[src/sv/assert_macros.svh]
// assertion macros used by the top-level rtl file
`ifndef ASSERT_MACROS_SVH
`define ASSERT_MACROS_SVH

// property checked at every rising clock edge outside reset
`define IPM_ASSERT(label, clk, rst, prop, msg) \
  label: assert property (@(posedge clk) disable iff (rst) (prop)) else $error(msg);

// same-cycle implication checked outside reset
`define IPM_ASSERT_IMPL(label, clk, rst, pre, post, msg) \
  label: assert property (@(posedge clk) disable iff (rst) (pre) |-> (post)) else $error(msg);

// next-cycle implication checked outside reset
`define IPM_ASSERT_NEXT(label, clk, rst, pre, post, msg) \
  label: assert property (@(posedge clk) disable iff (rst) (pre) |=> (post)) else $error(msg);

`endif

[src/sv/ipm_pkg.sv]
// types and constants of the interval paint map
package ipm_pkg;

  localparam int MAX_ENTRIES = 16;
  localparam int MAX_SOURCES = 16;
  localparam int POS_BITS    = 40;

  localparam int SRC_W    = 4;
  localparam int STATUS_W = 3;
  localparam int COUNT_W  = 5;
  localparam int MODE_W   = 2;
  localparam int SCNT_W   = 5;
  localparam int FLEN_W   = 40;
  // counts that may run one past a full table
  localparam int CNT_W    = $clog2(MAX_ENTRIES + 2);
  // walk index over the table, up to MAX_ENTRIES
  localparam int ENT_W    = $clog2(MAX_ENTRIES + 1);

  typedef enum logic [MODE_W-1:0] {
    MODE_PAINT  = 2'd0,
    MODE_LOOKUP = 2'd1,
    MODE_REMOVE = 2'd2,
    MODE_FULL   = 2'd3
  } mode_t;

  typedef enum logic [STATUS_W-1:0] {
    STAT_OK       = 3'd0,
    STAT_BAD_SRC  = 3'd1,
    STAT_ZERO_LEN = 3'd2,
    STAT_END_OVF  = 3'd3,
    STAT_FULL     = 3'd4
  } status_t;

  typedef struct packed {
    logic [MODE_W-1:0]   mode;
    logic [POS_BITS-1:0] position;
    logic [POS_BITS-1:0] span;
    logic [SRC_W-1:0]    source_index;
  } req_t;

  typedef struct packed {
    logic [STATUS_W-1:0] status;
    logic [SRC_W-1:0]    found_source;
    logic [COUNT_W-1:0]  entry_count;
  } rsp_t;

  typedef struct packed {
    logic                valid;
    logic [POS_BITS-1:0] start;
    logic [POS_BITS-1:0] length;
    logic [SRC_W-1:0]    source;
  } entry_t;

  typedef enum logic [1:0] {
    CELL_HOLD   = 2'd0,
    CELL_SHIFT  = 2'd1,
    CELL_LOAD   = 2'd2,
    CELL_REMOVE = 2'd3
  } cell_op_t;

  typedef struct packed {
    cell_op_t            op;
    logic [SRC_W-1:0]    drop_src;
    logic [POS_BITS-1:0] query;
  } cell_ctrl_t;

endpackage

[src/sv/ipm_merge.sv]
// joins touching pieces of the same source and hands finished intervals to the build row
module ipm_merge (
  input  logic            clk,
  input  logic            rst,
  input  logic            start,
  input  logic            flush,
  input  ipm_pkg::entry_t piece,
  output logic            push,
  output ipm_pkg::entry_t push_ent
);
  import ipm_pkg::*;

  entry_t              last;
  logic [POS_BITS-1:0] last_end;
  logic                join_ok;

  always_comb begin
    join_ok  = last.valid && piece.valid && (last_end == piece.start) &&
               (last.source == piece.source);
    push     = flush || (piece.valid && !join_ok && last.valid);
    push_ent = last;
  end

  always_ff @(posedge clk) begin
    if (rst) begin
      last.valid <= 1'b0;
    end else if (start || flush) begin
      last.valid <= 1'b0;
    end else if (piece.valid) begin
      if (join_ok) begin
        last.length <= last.length + piece.length;
      end else begin
        last <= piece;
      end
      // a joined piece starts where the held one ends, so the new end is the same sum
      last_end <= piece.start + piece.length;
    end
  end

endmodule

[config.mk]
export PLATFORM = sky130hd
export DESIGN_NAME = ipm_merge
export DESIGN_NICKNAME = d
export VERILOG_FILES = /design/src/sv/assert_macros.svh /design/src/sv/ipm_pkg.sv /design/src/sv/ipm_merge.sv
export SDC_FILE = /design/constraint.sdc
export NUM_CORES = 1
export LEC_CHECK = 0
export BUFFER_PORTS_ARGS = -buffer_cell sky130_fd_sc_hd__clkbuf_2
export CAP_MARGIN = 20
export CORE_UTILIZATION = 25
export CTS_BUF_LIST = sky130_fd_sc_hd__clkbuf_8
export DETAILED_ROUTE_END_ITERATION = 12
export PLACE_DENSITY_LB_ADDON = 0.08
export SLEW_MARGIN = 20
export SYNTH_ARGS = -nofsm -noshare
export SYNTH_HDL_FRONTEND = slang
export SYNTH_SLANG_ARGS = --single-unit
export TNS_END_PERCENT = 100
[constraint.sdc]
create_clock -name clk -period 8.05 [get_ports clk]
set_input_delay 2.415 -clock clk [delete_from_list [all_inputs] [get_ports clk]]
set_output_delay 2.415 -clock clk [all_outputs]
set_load 0.005 [all_outputs]
; ---- Word-level counts from Yosys, hierarchy flattened
; Index checks and enable logic that the tools add are counted.
[word_totals]
romBits = 0
memories = 0
input_bits = 89
latch_bits = 0
ramBits = 0
ff_bits = 125
output_inout_bits = 86
[classes]
shifts = 0
n_addsub = 2
order_cmp = 0
multipliers = 0
muxes = 1
div = 0
reduce_logical = 12
bitwise = 3
eq_ne = 2
[op_table]
columns = cell, n
row1 = $add A40 B40 Y40, 2
row2 = $eq A40 B40 Y1, 1
row3 = $mux W40, 1
row4 = $logic_and A1 B1 Y1, 5
row5 = $eq A4 B4 Y1, 1
row6 = $reduce_and A4 Y1, 1
row7 = $not A1 Y1, 3
row8 = $reduce_and A3 Y1, 1
row9 = $logic_or A1 B1 Y1, 2
row10 = $reduce_and A2 Y1, 1
row11 = $reduce_or A2 Y1, 1
row12 = $logic_not A1 Y1, 1

; ---- Logic depth before layout (Yosys ltp)
[depth]
depth_word = 7
depth_mapped = 12
depth_no_buf = 12

; ---- Worst setup path after synthesis
; No wires, ideal clock.
[synth_timing]
kind = input to register
from = input flush
to = register last (netlist bit push_ent[0]) (enable)
required_ns = 7.599
t_arrival_ns = 6.670
setup_slack_ns = 0.930
setup_time_ns = 0.451
n_path_buf = 0
cell_stages = 3
cell_sequence = nor3_1 and2_1 nor2b_1
[synth_via]
elab_chain_len = 3
[synth_lines]
columns = item, line_no
row1 = start: declaration, ipm_merge.sv:6  ; input logic flush,
row2 = $logic_or A1 B1 Y1, ipm_merge.sv:27  ; end else if (start || flush) begin
row3 = $not A1 Y1 (no source line), -
row4 = $reduce_and A4 Y1 (no source line), -
row5 = end signal: assignment, ipm_merge.sv:33  ; last <= piece;
row6 = end: declaration, ipm_merge.sv:13  ; entry_t last;
; No other way between the ends.
; A chain may end at the register's enable or synchronous reset.

; ---- Worst setup path after layout
[layout_timing]
from = input piece[51] (netlist name)
to = output push
[layout_via]
elab_chain_len = 7
[layout_lines]
columns = item, line_no
row1 = start: declaration, ipm_merge.sv:7  ; input ipm_pkg::entry_t piece,
row2 = $eq A40 B40 Y1, ipm_merge.sv:18  ; join_ok = last.valid && piece.valid && (last_end == piece.start) &&
row3 = $logic_and A1 B1 Y1 (2 in series), ipm_merge.sv:18
row4 = $logic_not A1 Y1, ipm_merge.sv:20  ; push = flush || (piece.valid && !join_ok && last.valid);
row5 = $logic_and A1 B1 Y1 (2 in series), ipm_merge.sv:20
row6 = $logic_or A1 B1 Y1, ipm_merge.sv:20
row7 = end: declaration, ipm_merge.sv:8  ; output logic push,
; No other way between the ends.

==> summary.md <==
| Metric | Value |
|---|---|
| CTS Buffer Depth | `2` |
| Vert. Die Dim | `between 150 and 200 um` |
| Htree depth | `4` |
| Wirelength, routed | `roughly 30 mm` |
| Cts repair resizes | `0` |
| Highest routed layer | `met4` |
| Met1 Routed Length | `approximately 15 mm` |
| Final Setup Violations | `0` |
| Worst-margin pin slew | `just over 0.9 ns` |
| Met3 WL | `1.31 mm` |
| Die ar. | `36600 um2` |
| CP max FO | `9` |
| CTS Hold Bufs | `0` |
| Nets | `between 1k and 1.5k` |
| Synthesized area | `8970 um2` |
| Layout cells sized above 1 | `between 20% and 30%` |
| Placed Cells | `roughly 1.4k` |
| DR vias/cell | `slightly below 5` |
| Layout Skew | `between 0.015 and 0.02 ns` |
| Worst Hold Path Cells | `1` |
| Synth unique cells | `between 60 and 70` |
| Reg2reg end | `push_ent[40]` |
| Finished Core Util | `30.4%` |
| Slew Viols, Final | `0` |
| Post-route setup slack | `between 1 and 1.5 ns` |
| DRC | `0` |
| Number of CTS-inserted buffers | `17` |
| Post-synthesis async set-or-reset flop share | `0%` |
| Hold Violations, Final | `0` |
| Worst slack, placed | `roughly 1.3 ns` |
| Initial antenna violation count | `0` |
| Sink Count | `around 130` |
| Worst Path Arrival | `about 4.4 ns` |
| HP Class | `flop to flop` |
| FMAX | `~150 MHz` |
| First-pass GRT wire length | `about 45 mm` |
| Post-CTS setup buffer count | `0` |
| Vias in the first global route | `~7.2k` |
| Num rows | `between 60 and 70` |
| CTS tree | `built` |
| Initial drt markers | `slightly above 400` |
| DP HPWL | `roughly 24 mm` |
| CP top delay family | `simple AND/OR/NAND/NOR gates` |
| Static leakage | `4.44 nW` |
| Largest net degree at the start of global routing | `50` |
| CP Data Required Time | `~5.6 ns` |
| DP Area | `10400 um2` |
| Worst setup SP type | `input pin` |
| MaxCap Viol Count | `0` |
| Synth Flop Type | `edfxtp_1` |
| EDFF count, synth | `about 120` |
| PD cells | `168 nW/um2` |
| Worst slew margin | `39.1%` |
| Clk_lat worst skew | `around 0.49 ns` |
| Clk root buf | `clkbuf_8` |
| Seq/Total Area, Yosys | `a little over two fifths` |
| Worst path slowest cell | `nor4_1` |
| Worst reg-to-reg path cell count | `12` |
| Total core area | `roughly 35000 um2` |
| Total power | `~1.8 mW` |
| Tcrit/Tclk final | `a little over four fifths` |
| Grt total ovfl | `0` |
| Yosys reg bits | `about 130` |
| Area delta synth->final | `19.9%` |
| GP Congestion | `slightly above 0.8` |
| R2R setup slack | `roughly 4.4 ns` |
| Non-Filler Instances | `between 1k and 1.5k` |
| Cell mode on critical path | `clkbuf_2` |
| CP bufs+invs | `3` |
| Gate count after technology mapping | `about 840` |
| Reg-to-reg startpoint | `push_ent[4]` |
| Post-route cell area | `approximately 11000 um2` |
| Crit-path cells | `clkbuf_2 -> xor2_1 -> nor4_1 -> nand4_1 -> nor4_2 -> inv_2 -> a31o_2 -> clkbuf_2` |
| Die W | `191 um` |
| Yosys Warn Count | `0` |
| Hold EP | `push_ent[84]` |
| Max incr delay on CP | `~0.58 ns` |
| Met2 wire length | `around 13 mm` |
| RSZ-0062 raised after global routing | `false` |
| Ports | `between 150 and 200` |
| PortBufs | `approximately 170` |
| Routed vias | `just over 7k` |
| All-Layer GR Usage | `16.9%` |
| Setup_tns | `0 ns` |
| First-pass DRT Iterations | `4` |
| Maximum vdd ir drop | `roughly 0.00011 V` |
| Status | `finished clean` |
| Starting Density | `25.3%` |
| Clock transition at the registers of the reported paths | `0.08 ns` |
| Hold path startpoint | `push_ent[84]` |
| Syn avg cell area | `about 11 um2` |
| Hold_ws | `0.562 ns` |
| Minimum clock period | `6.81 ns` |
| WS Path Type | `input pin to primary output` |
| Syn_nets | `around 1k` |
| WL/cell | `20.4 um` |
| DRT antenna net count | `0` |
| Crit path capture type | `primary output` |
| Number of diodes | `0` |
cells by family (layout without fill, tap and decap cells):
logic type	after synthesis	in the layout	synth area share, %
fa+ha+maj	80	80	11.3
buf+inv	47	229	1.99
flops	125	125	41.7
xor+xnor	110	110	10.7
compound gates	257	257	19.7
mux	33	33	4.13
simple gates	184	184	10.3
worst register-to-register path, stage by stage (launching register included):
cell and delay, ns:
edfxtp_1 0.41, ha_1 0.24, inv_1 0.08, fa_1 0.21
nor2b_1 0.08, o31ai_2 0.35, a21oi_1 0.26, a2111oi_4 0.59
o21ai_2 0.22, a41oi_2 0.39, o221ai_1 0.21, xnor2_1 0.16
mux2_2 0.26
power breakdown:
part	switching, mW	leakage (nW)	internal (mW)
clock	0.306	0.191	0.304
combinational	0.255	3.12	0.180
sequential	0.0109	1.13	0.751
per-layer routing:
| metal | vias up | global-route usage (%) |
|---|---|---|
| met3 | 25 | 3.58 |
| met1 | 3482 | 24.0 |
| met2 | 168 | 25.4 |
| li1 | 3571 | - |
| met4 | 0 | 4.73 |
| met5 | - | 0 |
layout make-up:
class,count,area (um2)
fillers,3766,24600
multi-input cells,664,5060
flip-flops and latches,125,3740
repair buffers,177,893
well taps,461,577
clock buffers,17,234
clock inverters,15,171
inverters,20,75.1
flip-flops by register name (all words and copies together), names as in the netlist:
name,cells
push_ent,85
last_end,40
placed cells by master (no fill, tap or decap), drive strengths merged, types with 6 or more instances in the layout:
master  Yosys  routed
and3       10      10
nor2b       7       7
clkinv      0       6
nand2      47      47
o21bai      6       6
o31ai       6       6
a211oi     11      11
a21o       56      56
inv        20      22
o21a       10      10
xnor2      45      45
mux2       32      32
nand3      18      18
o21ai      41      41
nor2       39      39
nand4      18      18
a21oi      70      70
xor2       65      65
clkbuf     24     191
nor3       10      10
nor4       12      12
edfxtp    124     124
a31oi       9       9
ha         78      78
how the worst max path moves through the flow:
stage          slack, ns       from  cells past startpoint          end
2_1_floorplan       0.93      flush                      3  push_ent[0]
3_3_place_gp        1.29  piece[45]                      8         push
3_5_place_dp        1.29  piece[45]                      8         push
4_1_cts             1.27  piece[45]                      8         push
5_1_grt             1.18  piece[49]                      8         push
6_report            1.24  piece[51]                      8         push
cell usage after synthesis, types with 5 or more instances:
library cell  count  area share [%]
and4_1            5            0.49
xor2_1           65             6.3
nand3_1          18             1.0
o21bai_1          6            0.50
o21a_1           10            0.84
mux2_2           32             4.0
nand2_1          47             2.0
and3_1           10            0.70
nand4_1          18             1.3
o31ai_1           5            0.42
a21oi_1          70             3.9
nor3_1           10            0.56
xnor2_1          45             4.4
a21o_1           56             4.7
nor2b_1           7            0.49
a31oi_1           9            0.63
edfxtp_1        124              42
a211oi_1         11            0.92
nor2_1           39             1.6
ha_1             78              11
nor4_1           12            0.84
clkbuf_1         24             1.0
o221ai_1          5            0.49
o21ai_0          38             2.1
inv_1            19            0.79
(Power assumes the default switching activity.)
