`config.mk`:
```
export PLATFORM = sky130hd
export DESIGN_NAME = ipm_cell
export DESIGN_NICKNAME = d
export VERILOG_FILES = /design/src/sv/assert_macros.svh /design/src/sv/ipm_pkg.sv /design/src/sv/ipm_cell.sv
export SDC_FILE = /design/constraint.sdc
export NUM_CORES = 1
export LEC_CHECK = 0
export BUFFER_PORTS_ARGS = -buffer_cell sky130_fd_sc_hd__buf_2
export CAP_MARGIN = 0
export CORE_MARGIN = 2
export CORE_UTILIZATION = 40
export DETAILED_ROUTE_END_ITERATION = 10
export PLACE_DENSITY = 0.75
export SYNTH_ARGS = -nofsm -noshare
export SYNTH_HDL_FRONTEND = slang
export SYNTH_SLANG_ARGS = --single-unit
```
`constraint.sdc`:
```
create_clock -name clk -period 4.95 [get_ports clk]
set_input_delay 0.495 -clock clk [delete_from_list [all_inputs] [get_ports clk]]
set_output_delay 0.495 -clock clk [all_outputs]
set_load 0.02 [all_outputs]
```
`src/sv/assert_macros.svh`:
```
// assertion macros used by the top-level rtl file
`ifndef ASSERT_MACROS_SVH
`define ASSERT_MACROS_SVH

// property checked at every rising clock edge outside reset
`define IPM_ASSERT(label, clk, rst, prop, msg) \
  label: assert property (@(posedge clk) disable iff (rst) (prop)) else $error(msg);

// same-cycle implication checked outside reset
`define IPM_ASSERT_IMPL(label, clk, rst, pre, post, msg) \
  label: assert property (@(posedge clk) disable iff (rst) (pre) |-> (post)) else $error(msg);

// next-cycle implication checked outside reset
`define IPM_ASSERT_NEXT(label, clk, rst, pre, post, msg) \
  label: assert property (@(posedge clk) disable iff (rst) (pre) |=> (post)) else $error(msg);

`endif

```
`src/sv/ipm_pkg.sv`:
```
// types and constants of the interval paint map
package ipm_pkg;

  localparam int MAX_ENTRIES = 16;
  localparam int MAX_SOURCES = 16;
  localparam int POS_BITS    = 40;

  localparam int SRC_W    = 4;
  localparam int STATUS_W = 3;
  localparam int COUNT_W  = 5;
  localparam int MODE_W   = 2;
  localparam int SCNT_W   = 5;
  localparam int FLEN_W   = 40;
  // counts that may run one past a full table
  localparam int CNT_W    = $clog2(MAX_ENTRIES + 2);
  // walk index over the table, up to MAX_ENTRIES
  localparam int ENT_W    = $clog2(MAX_ENTRIES + 1);

  typedef enum logic [MODE_W-1:0] {
    MODE_PAINT  = 2'd0,
    MODE_LOOKUP = 2'd1,
    MODE_REMOVE = 2'd2,
    MODE_FULL   = 2'd3
  } mode_t;

  typedef enum logic [STATUS_W-1:0] {
    STAT_OK       = 3'd0,
    STAT_BAD_SRC  = 3'd1,
    STAT_ZERO_LEN = 3'd2,
    STAT_END_OVF  = 3'd3,
    STAT_FULL     = 3'd4
  } status_t;

  typedef struct packed {
    logic [MODE_W-1:0]   mode;
    logic [POS_BITS-1:0] position;
    logic [POS_BITS-1:0] span;
    logic [SRC_W-1:0]    source_index;
  } req_t;

  typedef struct packed {
    logic [STATUS_W-1:0] status;
    logic [SRC_W-1:0]    found_source;
    logic [COUNT_W-1:0]  entry_count;
  } rsp_t;

  typedef struct packed {
    logic                valid;
    logic [POS_BITS-1:0] start;
    logic [POS_BITS-1:0] length;
    logic [SRC_W-1:0]    source;
  } entry_t;

  typedef enum logic [1:0] {
    CELL_HOLD   = 2'd0,
    CELL_SHIFT  = 2'd1,
    CELL_LOAD   = 2'd2,
    CELL_REMOVE = 2'd3
  } cell_op_t;

  typedef struct packed {
    cell_op_t            op;
    logic [SRC_W-1:0]    drop_src;
    logic [POS_BITS-1:0] query;
  } cell_ctrl_t;

endpackage

```
`src/sv/ipm_cell.sv`:
```
// one interval slot: shifts to its neighbor, loads, remaps its source, matches a query
module ipm_cell (
  input  logic               clk,
  input  logic               rst,
  input  ipm_pkg::cell_ctrl_t ctrl,
  input  ipm_pkg::entry_t    nbr,
  input  ipm_pkg::entry_t    load,
  output ipm_pkg::entry_t    ent,
  output logic               hit
);
  import ipm_pkg::*;

  logic [POS_BITS:0] ent_end;
  logic              match;

  always_comb begin
    ent_end = {1'b0, ent.start} + {1'b0, ent.length};
    match   = ent.valid && (ctrl.query >= ent.start) && ({1'b0, ctrl.query} < ent_end);
  end

  always_ff @(posedge clk) begin
    if (rst) begin
      ent.valid <= 1'b0;
      hit       <= 1'b0;
    end else begin
      hit <= match;
      case (ctrl.op)
        CELL_SHIFT: ent <= nbr;
        CELL_LOAD:  ent <= load;
        CELL_REMOVE: begin
          if (ent.valid && ent.source == ctrl.drop_src) begin
            ent.source <= '0;
          end else if (ent.valid && ent.source > ctrl.drop_src) begin
            ent.source <= ent.source - 1'b1;
          end
        end
        default: ent <= ent;
      endcase
    end
  end

endmodule

```
After elaboration in Yosys (flattened, before gate mapping). Cells that the tools add are included.

Register bits: 86. Input port bits: 218. Output and inout port bits: 86. Logic and storage cells: 28.

Multiplexer cells: 4. Add/sub/neg operators: 2. Equality and inequality tests: 5. Bitwise operators: 1. Order comparisons: 3. Reductions and logical operators: 8.

Operators by type and width (number): 81-bit one-hot mux with 2 select lines (1); 40-bit by 40-bit adder with 41-bit output (1); 40-bit by 41-bit < comparator with 1-bit output (1); 40-bit greater-or-equal comparator (1); 4-bit one-hot mux with 3 select lines (1); 4-bit two-way mux (2); 2-bit equality test, second input constant (2); 4-bit equality test (1); 4-bit greater-than comparator (1); 1-bit logical AND (4); 4-bit by 1-bit subtractor with 4-bit output, second input constant (1); 3-bit != test, second input constant (1); 3-bit AND reduction (1); 3-bit nonzero test (1); 2-bit by 1-bit equality test with 1-bit output, second input constant (1); 2-bit AND reduction (1); 2-bit nonzero test (1); 1-bit inverter (1).

Depth between registers and ports, before layout. Gate-level depths: netlist (run 1).

Word-level depth: 5. Depth in mapped cells: 20. Mapped depth without buffers: 20.

Worst setup path before layout (run 1). Ideal clock, no wire load.

Path kind: input -> register. Start point: in ctrl[44] (netlist name). End point: reg ent[10] (netlist name) (enable). Library setup time: 0.530 ns. Path buffers: 0. Arrival time: 4.397 ns. Path slack: 0.024 ns. Data required time: 4.420 ns. Cell stages on the path: 3. Cells stage by stage: inv_1 -> ha_1 -> nor2b_1.

Cells in the longest elaborated chain, start to end: 3. Elaborated cells on any way between the ends: 4. Those cells by class: 2 x eq/ne; 2 x reduce/logical.

Ends and longest elaborated chain: start: declaration (line ipm_cell.sv:5) `input ipm_pkg::cell_ctrl_t ctrl,`; 2-bit equality test or 2-bit by 1-bit equality test with 1-bit output (tied branches) (line ipm_cell.sv:27) `case (ctrl.op)`; 2-bit nonzero test (no line) *; 2-bit AND reduction (no line) *; end signal: assignment (line ipm_cell.sv:28) `CELL_SHIFT: ent <= nbr;`; end signal: assignment (line ipm_cell.sv:29) `CELL_LOAD: ent <= load;`; end signal: assignment (line ipm_cell.sv:37) `default: ent <= ent;`; end: declaration (line ipm_cell.sv:8) `output ipm_pkg::entry_t ent,`.

Every way passes the cells marked *; elsewhere a longest branch is shown, timed or not. A chain may end at the register's enable or synchronous reset.

Worst setup path in the final report (run 1).
Start point: reg ent[44] (netlist name). End point: reg hit.

Cells in the longest elaborated chain, start to end: 3. Elaborated cells on any way between the ends: 5. Those cells by class: 1 x add/sub; 2 x order compare; 2 x reduce/logical.

Ends and longest elaborated chain: 40-bit by 40-bit adder with 41-bit output or 40-bit greater-or-equal comparator (tied branches) (line ipm_cell.sv:17, ipm_cell.sv:18); 40-bit by 41-bit < comparator with 1-bit output or 1-bit logical AND (tied branches) (line ipm_cell.sv:18) `match = ent.valid && (ctrl.query >= ent.start) && ({1'b0, ctrl.query} < ent_end);`; 1-bit logical AND * (line ipm_cell.sv:18); end signal: assignment (line ipm_cell.sv:26) `hit <= match;`; end: declaration (line ipm_cell.sv:9) `output logic hit`.

Marked as above.

==> results of run 1 <==
## worst max-delay path by stage
stage,from,end,cells past startpoint
after CTS,ent[44],hit,19
after floorplan,ctrl[44],ent[10],3
after detailed placement,ent[44],hit,19
after global placement,ent[44],hit,19
after global routing,ent[44],hit,18
final,ent[44],hit,19
## cell type report
class | count | area, sq um
tap | 234 | 293
clock buffer | 9 | 225
inverter | 63 | 236
fill | 1718 | 8960
multi-input combinational | 560 | 4800
clock inverter | 7 | 98.8
timing repair buffer | 304 | 1520
sequential | 86 | 2560
## sequential cells by signal, indices dropped and copies added (netlist names)
name	flops
ent	85
hit	1
## worst max-delay path, stage by stage, from the launching register on
cell and delay, ns:
edfxtp_1 0.42, ha_1 0.25, fa_1 0.43, a211oi_1 0.24, o21ai_1 0.16, o21ai_1 0.24
nand3_1 0.19, a221oi_2 0.38, o21ai_2 0.15, a31oi_2 0.29, o21ai_1 0.11, xnor2_1 0.14
ha_1 0.29, a21o_1 0.16, a21oi_1 0.20, nand3_1 0.12, a31oi_1 0.14, o21ai_0 0.10
a21oi_1 0.15, o211a_1 0.17
## cell usage in the layout (no fill, tap or decap), types with 3 or more instances in the layout
master and instances:
nor3_1 6, a22oi_1 4, clkbuf_16 9, o21bai_1 5, ha_1 126, o21ai_0 28
and2_1 3, a21oi_1 53, nand2b_1 8, buf_2 303, edfxtp_1 84, o21ai_1 10
a211oi_1 3, o21a_1 3, a221oi_1 4, nor2b_1 6, and3_1 9, xnor2_1 20
clkinv_4 3, inv_1 63, nor2_1 18, mux2_2 80, nand3_1 18, a21o_1 39
a31oi_1 6, nand2_1 33, xor2_1 17, o211ai_1 4, nand4_1 15
## metrics by stage
| step | instance area, sq um | utilization | worst slack, ns |
|---|---|---|---|
| 6_report | 9740 | 0.521 | 0.541 |
| 5_1_grt | 9740 | 0.521 | 0.203 |
| 4_1_cts | 9740 | 0.521 | 0.537 |
| 3_5_place_dp | 9420 | 0.503 | 0.574 |
| 3_3_place_gp | 9420 | 0.503 | 0.733 |
| 2_1_floorplan | 7620 | - | 0.0236 |
## cell usage after synthesis (all sizes together), types with 3 or more instances
cell type / number / area (sq um)
a2111oi: 3 / 32.5
a211oi: 5 / 47.5
a21o: 40 / 302
a21oi: 55 / 290
a221oi: 5 / 50.0
a22oi: 4 / 30.0
a31oi: 8 / 71.3
and2: 3 / 18.8
and3: 9 / 56.3
buf: 6 / 26.3
clkbuf: 5 / 18.8
edfxtp: 84 / 2520
ha: 127 / 1590
inv: 63 / 236
mux2: 80 / 901
nand2: 33 / 124
nand2b: 8 / 50.1
nand3: 18 / 90.1
nand4: 15 / 93.8
nor2: 18 / 67.6
nor2b: 7 / 43.8
nor3: 6 / 30.0
o211ai: 4 / 30.0
o21a: 3 / 22.5
o21ai: 39 / 199
o21bai: 6 / 48.8
o31ai: 4 / 40.0
xnor2: 20 / 175
xor2: 17 / 149
## report_power, final
group          switching, mW  internal (mW)
Clock                  0.303          0.444
Combinational          0.722          0.581
Sequential            0.0575          0.891
## metal layers
layer / GRT usage / up-vias / wire length [microns]
met2: 0.346 / 194 / 10200
met1: 0.251 / 3058 / 8920
met3: 0.0323 / 31 / 1080
li1: - / 3324 / -
met4: 0.0695 / 0 / 454
met5: 0 / - / 0
## cells by family (layout without fill, tap and decap cells)
| family | after synthesis | in the layout |
|---|---|---|
| mux | 82 | 82 |
| buf+inv | 74 | 383 |
| compound gates | 187 | 187 |
| fa+ha+maj | 128 | 128 |
| xor+xnor | 37 | 37 |
| flops | 86 | 86 |
| simple gates | 126 | 126 |
==> impl_metrics.json, run 1 <==
{
  "outcome": "finished, final reports clean",
  "layout-drive-gt1-share": 0.409,
  "synth-seq-cells": 86,
  "grt_use_total": 0.199,
  "cts.sinks": 86,
  "finalSetupViolations": 0,
  "ys.flop_type": "edfxtp_1",
  "holdCritStartpoint": "rst",
  "max_clock_freq_mhz": 227,
  "total_power_mw": 3.00,
  "wl_mm": 20.7,
  "initial_utilization": 0.408,
  "finalHoldViolations": 0,
  "arrival_ns": 4.71,
  "rsz0062_at_grt": "false",
  "worstPathRequired_ns": 5.25,
  "worstPathMaxFanout": 4,
  "relSlewSlack": 0.255,
  "hold_class": "in -> reg",
  "critPathKind": "reg -> reg",
  "post_drt_via_cell_ratio": 5.23,
  "cts_root_buf": "clkbuf_16",
  "num_io_pins": 304,
  "clock_latency_ns": 0.35,
  "r2r_cells": 19,
  "cts_max_level": 3,
  "dp_cells": 1247,
  "postRouteAntennaNets": 0,
  "synth.area.mux_share": 0.121,
  "final_cell_count_no_fill": 1263,
  "grt_max_degree": 87,
  "synth_edf_count": 84,
  "drc": 0,
  "synth_fa_ha_area_frac": 0.211,
  "synth_compound_area_frac": 0.168,
  "yosys_warnings": 0,
  "yosysUniqueCellTypes": 63,
  "finClkSkew_ns": 0.00594,
  "port_buffers": 303,
  "min_path_cells": 2,
  "clk_pin_slew_ns": 0.07,
  "start_kind": "register",
  "min_period_ns": 4.41,
  "tns_ns": 0,
  "holdWs_ns": 0.394,
  "leakage_nw": 4.75,
  "syn_nets": 1066,
  "synth_top_family_by_area": "adder cells",
  "antennaDiodeCount": 0,
  "post-route-period-util": 0.891,
  "wire_per_inst_microns": 16.4,
  "cts_resized": 0,
  "cts_tree": "yes",
  "firstDrtPassIters": 4,
  "synth.cell_area_sq_um": 7620,
  "cts_hold_buf": 0,
  "reg2reg_to": "hit",
  "clockBufferDepth": 2,
  "post_cts_buffers": 0,
  "syn-mean-instance-area_sq_um": 10.6,
  "synth-seq-area-share": 0.336,
  "worst_pin_slew_ns": 1.12,
  "drv_slew": 0,
  "grt_pass1_vias": 6379,
  "row_count": 50,
  "p_per_area_nw_per_um2": 308,
  "gp_congestion": 0.897,
  "first_iter_violations": 243,
  "core_sq_um": 18700,
  "peakVddDrop_mv": 0.160,
  "place_hpwl_mm": 17.1,
  "grt_pass1_wl_mm": 31.8,
  "cts_made_buffers": 9,
  "antenna_found_initial": 0,
  "vias": 6607,
  "die_area_sq_um": 20200,
  "area_delta_synth_final_pct": 27.7,
  "cp-end-kind": "register",
  "r2r_slack_ns": 0.54,
  "synth-simple-area-share": 0.0848,
  "nets": 1370,
  "fp.dieH_microns": 142,
  "overflow": 0,
  "die_w_microns": 142,
  "hold_end": "ent[84]",
  "r2r-start": "ent[44]",
  "cap_violations": 0,
  "yosys.area_share.xor_xnor": 0.0425,
  "ys_async_sr_fraction": 0,
  "synthCells": 720
}
(Power assumes the default switching activity.)
==> run 2, diff against run 1 <==
ABC_AREA = 1   (was unset)
PLACE_DENSITY = 0.73   (was 0.75)
==> run 2 against run 1 <==
Effect of this change:
- global-route usage grew 3.6 points
- area after synthesis grew 13%
- sequential power shrank 0.4%
- total power grew 7.6%
- utilization shrank 0.80 points
- sequential share of layout area shrank 2.5 points
- clock power grew 2%
- design area grew 11%
- final cell count grew 41%
==> impl_metrics.json, run 2 <==
{
  "initial_utilization": 0.409,
  "core_sq_um": 21000,
  "path_cells": "ha_1, fa_1, nand2_1, nand3_1, nand2_1, o21ai_0, a31oi_1, xor2_1, ha_1, nand2_1, nor2_1, nand2_1, nor2_1, nand2_1, nand3_1, nand2_1, nand2_1, nand2_1, a21oi_1, nor2_1",
  "min_path_cells": 3,
  "wl_mm": 26.5,
  "worstPathRequired_ns": 5.21,
  "drc": 0,
  "layout-drive-gt1-share": 0.247,
  "num_io_pins": 304,
  "post_drt_via_cell_ratio": 4.91,
  "peakVddDrop_mv": 0.221,
  "die_area_sq_um": 22700,
  "gp_congestion": 0.972,
  "fp.dieH_microns": 151,
  "wire_per_inst_microns": 14.9,
  "cp_slowest_cell": "o21ai_0",
  "cts_resized": 0,
  "nets": 1846,
  "worstPathMaxFanout": 4,
  "finalHoldViolations": 0,
  "cap_violations": 0,
  "synth-seq-area-share": 0.298,
  "placed_area_sq_um": 10400,
  "r2r-start": "ent[44]",
  "rsz0062_at_grt": "false",
  "post-route-period-util": 0.722,
  "hold_class": "in -> reg",
  "clockBufferDepth": 2,
  "clk_pin_slew_ns": 0.07,
  "hold_end": "ent[17]",
  "firstDrtPassIters": 5,
  "synth.cell_area_sq_um": 8590,
  "p_per_area_nw_per_um2": 299,
  "final_cell_count_no_fill": 1780,
  "clock_latency_ns": 0.36,
  "finClkSkew_ns": 0.0113,
  "relSlewSlack": 0.229,
  "area_delta_synth_final_pct": 25.4,
  "yosys_warnings": 0,
  "intPower_mw": 1.92,
  "r2r_slack_ns": 1.38,
  "dp_cells": 1764,
  "yosysTopAreaCell": "edfxtp_1",
  "antenna_found_initial": 0,
  "syn-mean-instance-area_sq_um": 7.16,
  "drv_slew": 0,
  "reg_top3": "ent (85), hit (1)",
  "power_frac_clock": 0.236,
  "synth_common_cells": "449 x nand2_1, 142 x inv_1, 127 x ha_1",
  "synth_area_leaders": "edfxtp_1 29%, nand2_1 20%, ha_1 18%",
  "synthCells": 1201,
  "yosysUniqueCellTypes": 36,
  "outcome": "finished, final reports clean",
  "reg2reg_to": "hit",
  "critPathKind": "reg -> reg",
  "first_iter_violations": 434,
  "cts_made_buffers": 9,
  "max_stage_delay_ns": 0.51,
  "cts.sinks": 86,
  "power_frac_seq": 0.293,
  "syn_nets": 1547,
  "layout_common_cells": "449 x nand2_1, 303 x buf_2, 141 x inv_1, 126 x ha_1",
  "post_cts_buffers": 0,
  "switching_share": 0.405,
  "arrival_ns": 3.83,
  "tns_ns": 0,
  "cp-end-kind": "register",
  "grt_pass1_vias": 8671,
  "cts_max_level": 3,
  "largest_register_ffs": 85,
  "antennaDiodeCount": 0,
  "postRouteAntennaNets": 0,
  "holdWs_ns": 0.396,
  "port_buffers": 303,
  "cpMostUsedCell": "nand2_1",
  "final_common_cell": "nand2_1",
  "overflow": 0,
  "cts_root_buf": "clkbuf_16",
  "grt_max_degree": 48,
  "r2r_cells": 20,
  "worst_pin_slew_ns": 1.15,
  "max_flop_register": "ent",
  "p_sw_mw": 1.31,
  "grt_pass1_wl_mm": 41.6,
  "cts_hold_buf": 0,
  "die_w_microns": 151,
  "yosysMostFrequentCell": "nand2_1",
  "ys_async_sr_fraction": 0,
  "place_hpwl_mm": 22.8,
  "cts_tree": "yes",
  "grt_use_total": 0.235,
  "total_power_mw": 3.23,
  "synth_edf_count": 84,
  "max_clock_freq_mhz": 280,
  "leakage_nw": 5.71,
  "final_area_sq_um": 10800,
  "synth_top_area_frac": 0.294,
  "synth-seq-cells": 86,
  "finalSetupViolations": 0,
  "ys.flop_type": "edfxtp_1",
  "vias": 8731,
  "row_count": 53,
  "min_period_ns": 3.57,
  "power_frac_comb": 0.471,
  "start_kind": "register",
  "holdCritStartpoint": "nbr[17]"
}
==> run 2: cell count changes in the layout (fill, tap and decap cells not counted), moves of 9 or more <==
| cell | previous run | this run |
|---|---|---|
| nor2_2 | 0 | 9 |
| and3_1 | 9 | 0 |
| nand3_1 | 18 | 34 |
| nor2_1 | 18 | 84 |
| a21o_1 | 39 | 9 |
| a21oi_1 | 53 | 75 |
| mux2_2 | 80 | 0 |
| nand2_1 | 33 | 449 |
| inv_2 | 0 | 9 |
| inv_1 | 63 | 141 |
==> run 2: power groups by stage <==
stage,Sequential (mW),Combinational (mW),Clock (mW)
global route,0.957,1.72,0.800
finish,0.945,1.52,0.762
CTS,0.947,1.52,0.779
global placement,0.958,1.49,0
detailed placement,0.962,1.51,0
floorplan,1.04,0.949,0
==> run 2: worst max-delay path by stage <==
stage / startpoint / endpoint / depth (start not counted)
floorplan: ctrl[44] / ent[10] / 4
global placement: ent[44] / hit / 20
detailed placement: ent[44] / hit / 20
CTS: ent[44] / hit / 20
global route: ent[44] / hit / 20
finish: ent[44] / hit / 20
==> run 2: metrics by stage <==
stage,worst slack (ns),util
global placement,1.47,0.497
finish,1.38,0.513
CTS,1.44,0.513
global route,1.09,0.513
floorplan,0.192,-
detailed placement,1.46,0.497
==> run 2: cells by family after synthesis <==
kind of cell    share of synthesized area
flops                               0.298
buf+inv                            0.0738
compound gates                      0.108
simple gates                        0.296
xor+xnor                           0.0367
fa+ha+maj                           0.187
==> run 2: layout make-up <==
type / count / area [sq um]
well taps: 275 / 344
repair buffers: 307 / 1560
flip-flops and latches: 86 / 2560
inverters: 150 / 563
fillers: 2133 / 10200
clock inverters: 6 / 93.8
multi-input cells: 946 / 5420
clock buffers: 10 / 239
==> run 2: layer usage <==
metal,vias to the layer above,track usage,wire [microns]
li1,4527,-,-
met4,0,0.0664,469
met5,-,0,0
met3,34,0.0430,1720
met1,3884,0.288,11600
met2,286,0.421,12700
==> run 2: critical path, delay by kind of cell (launching register included) <==
kind	cells	cell delay [ns]
simple gates	13	1.01
fa+ha+maj	3	0.96
compound gates	3	0.91
flops	1	0.39
xor+xnor	1	0.20
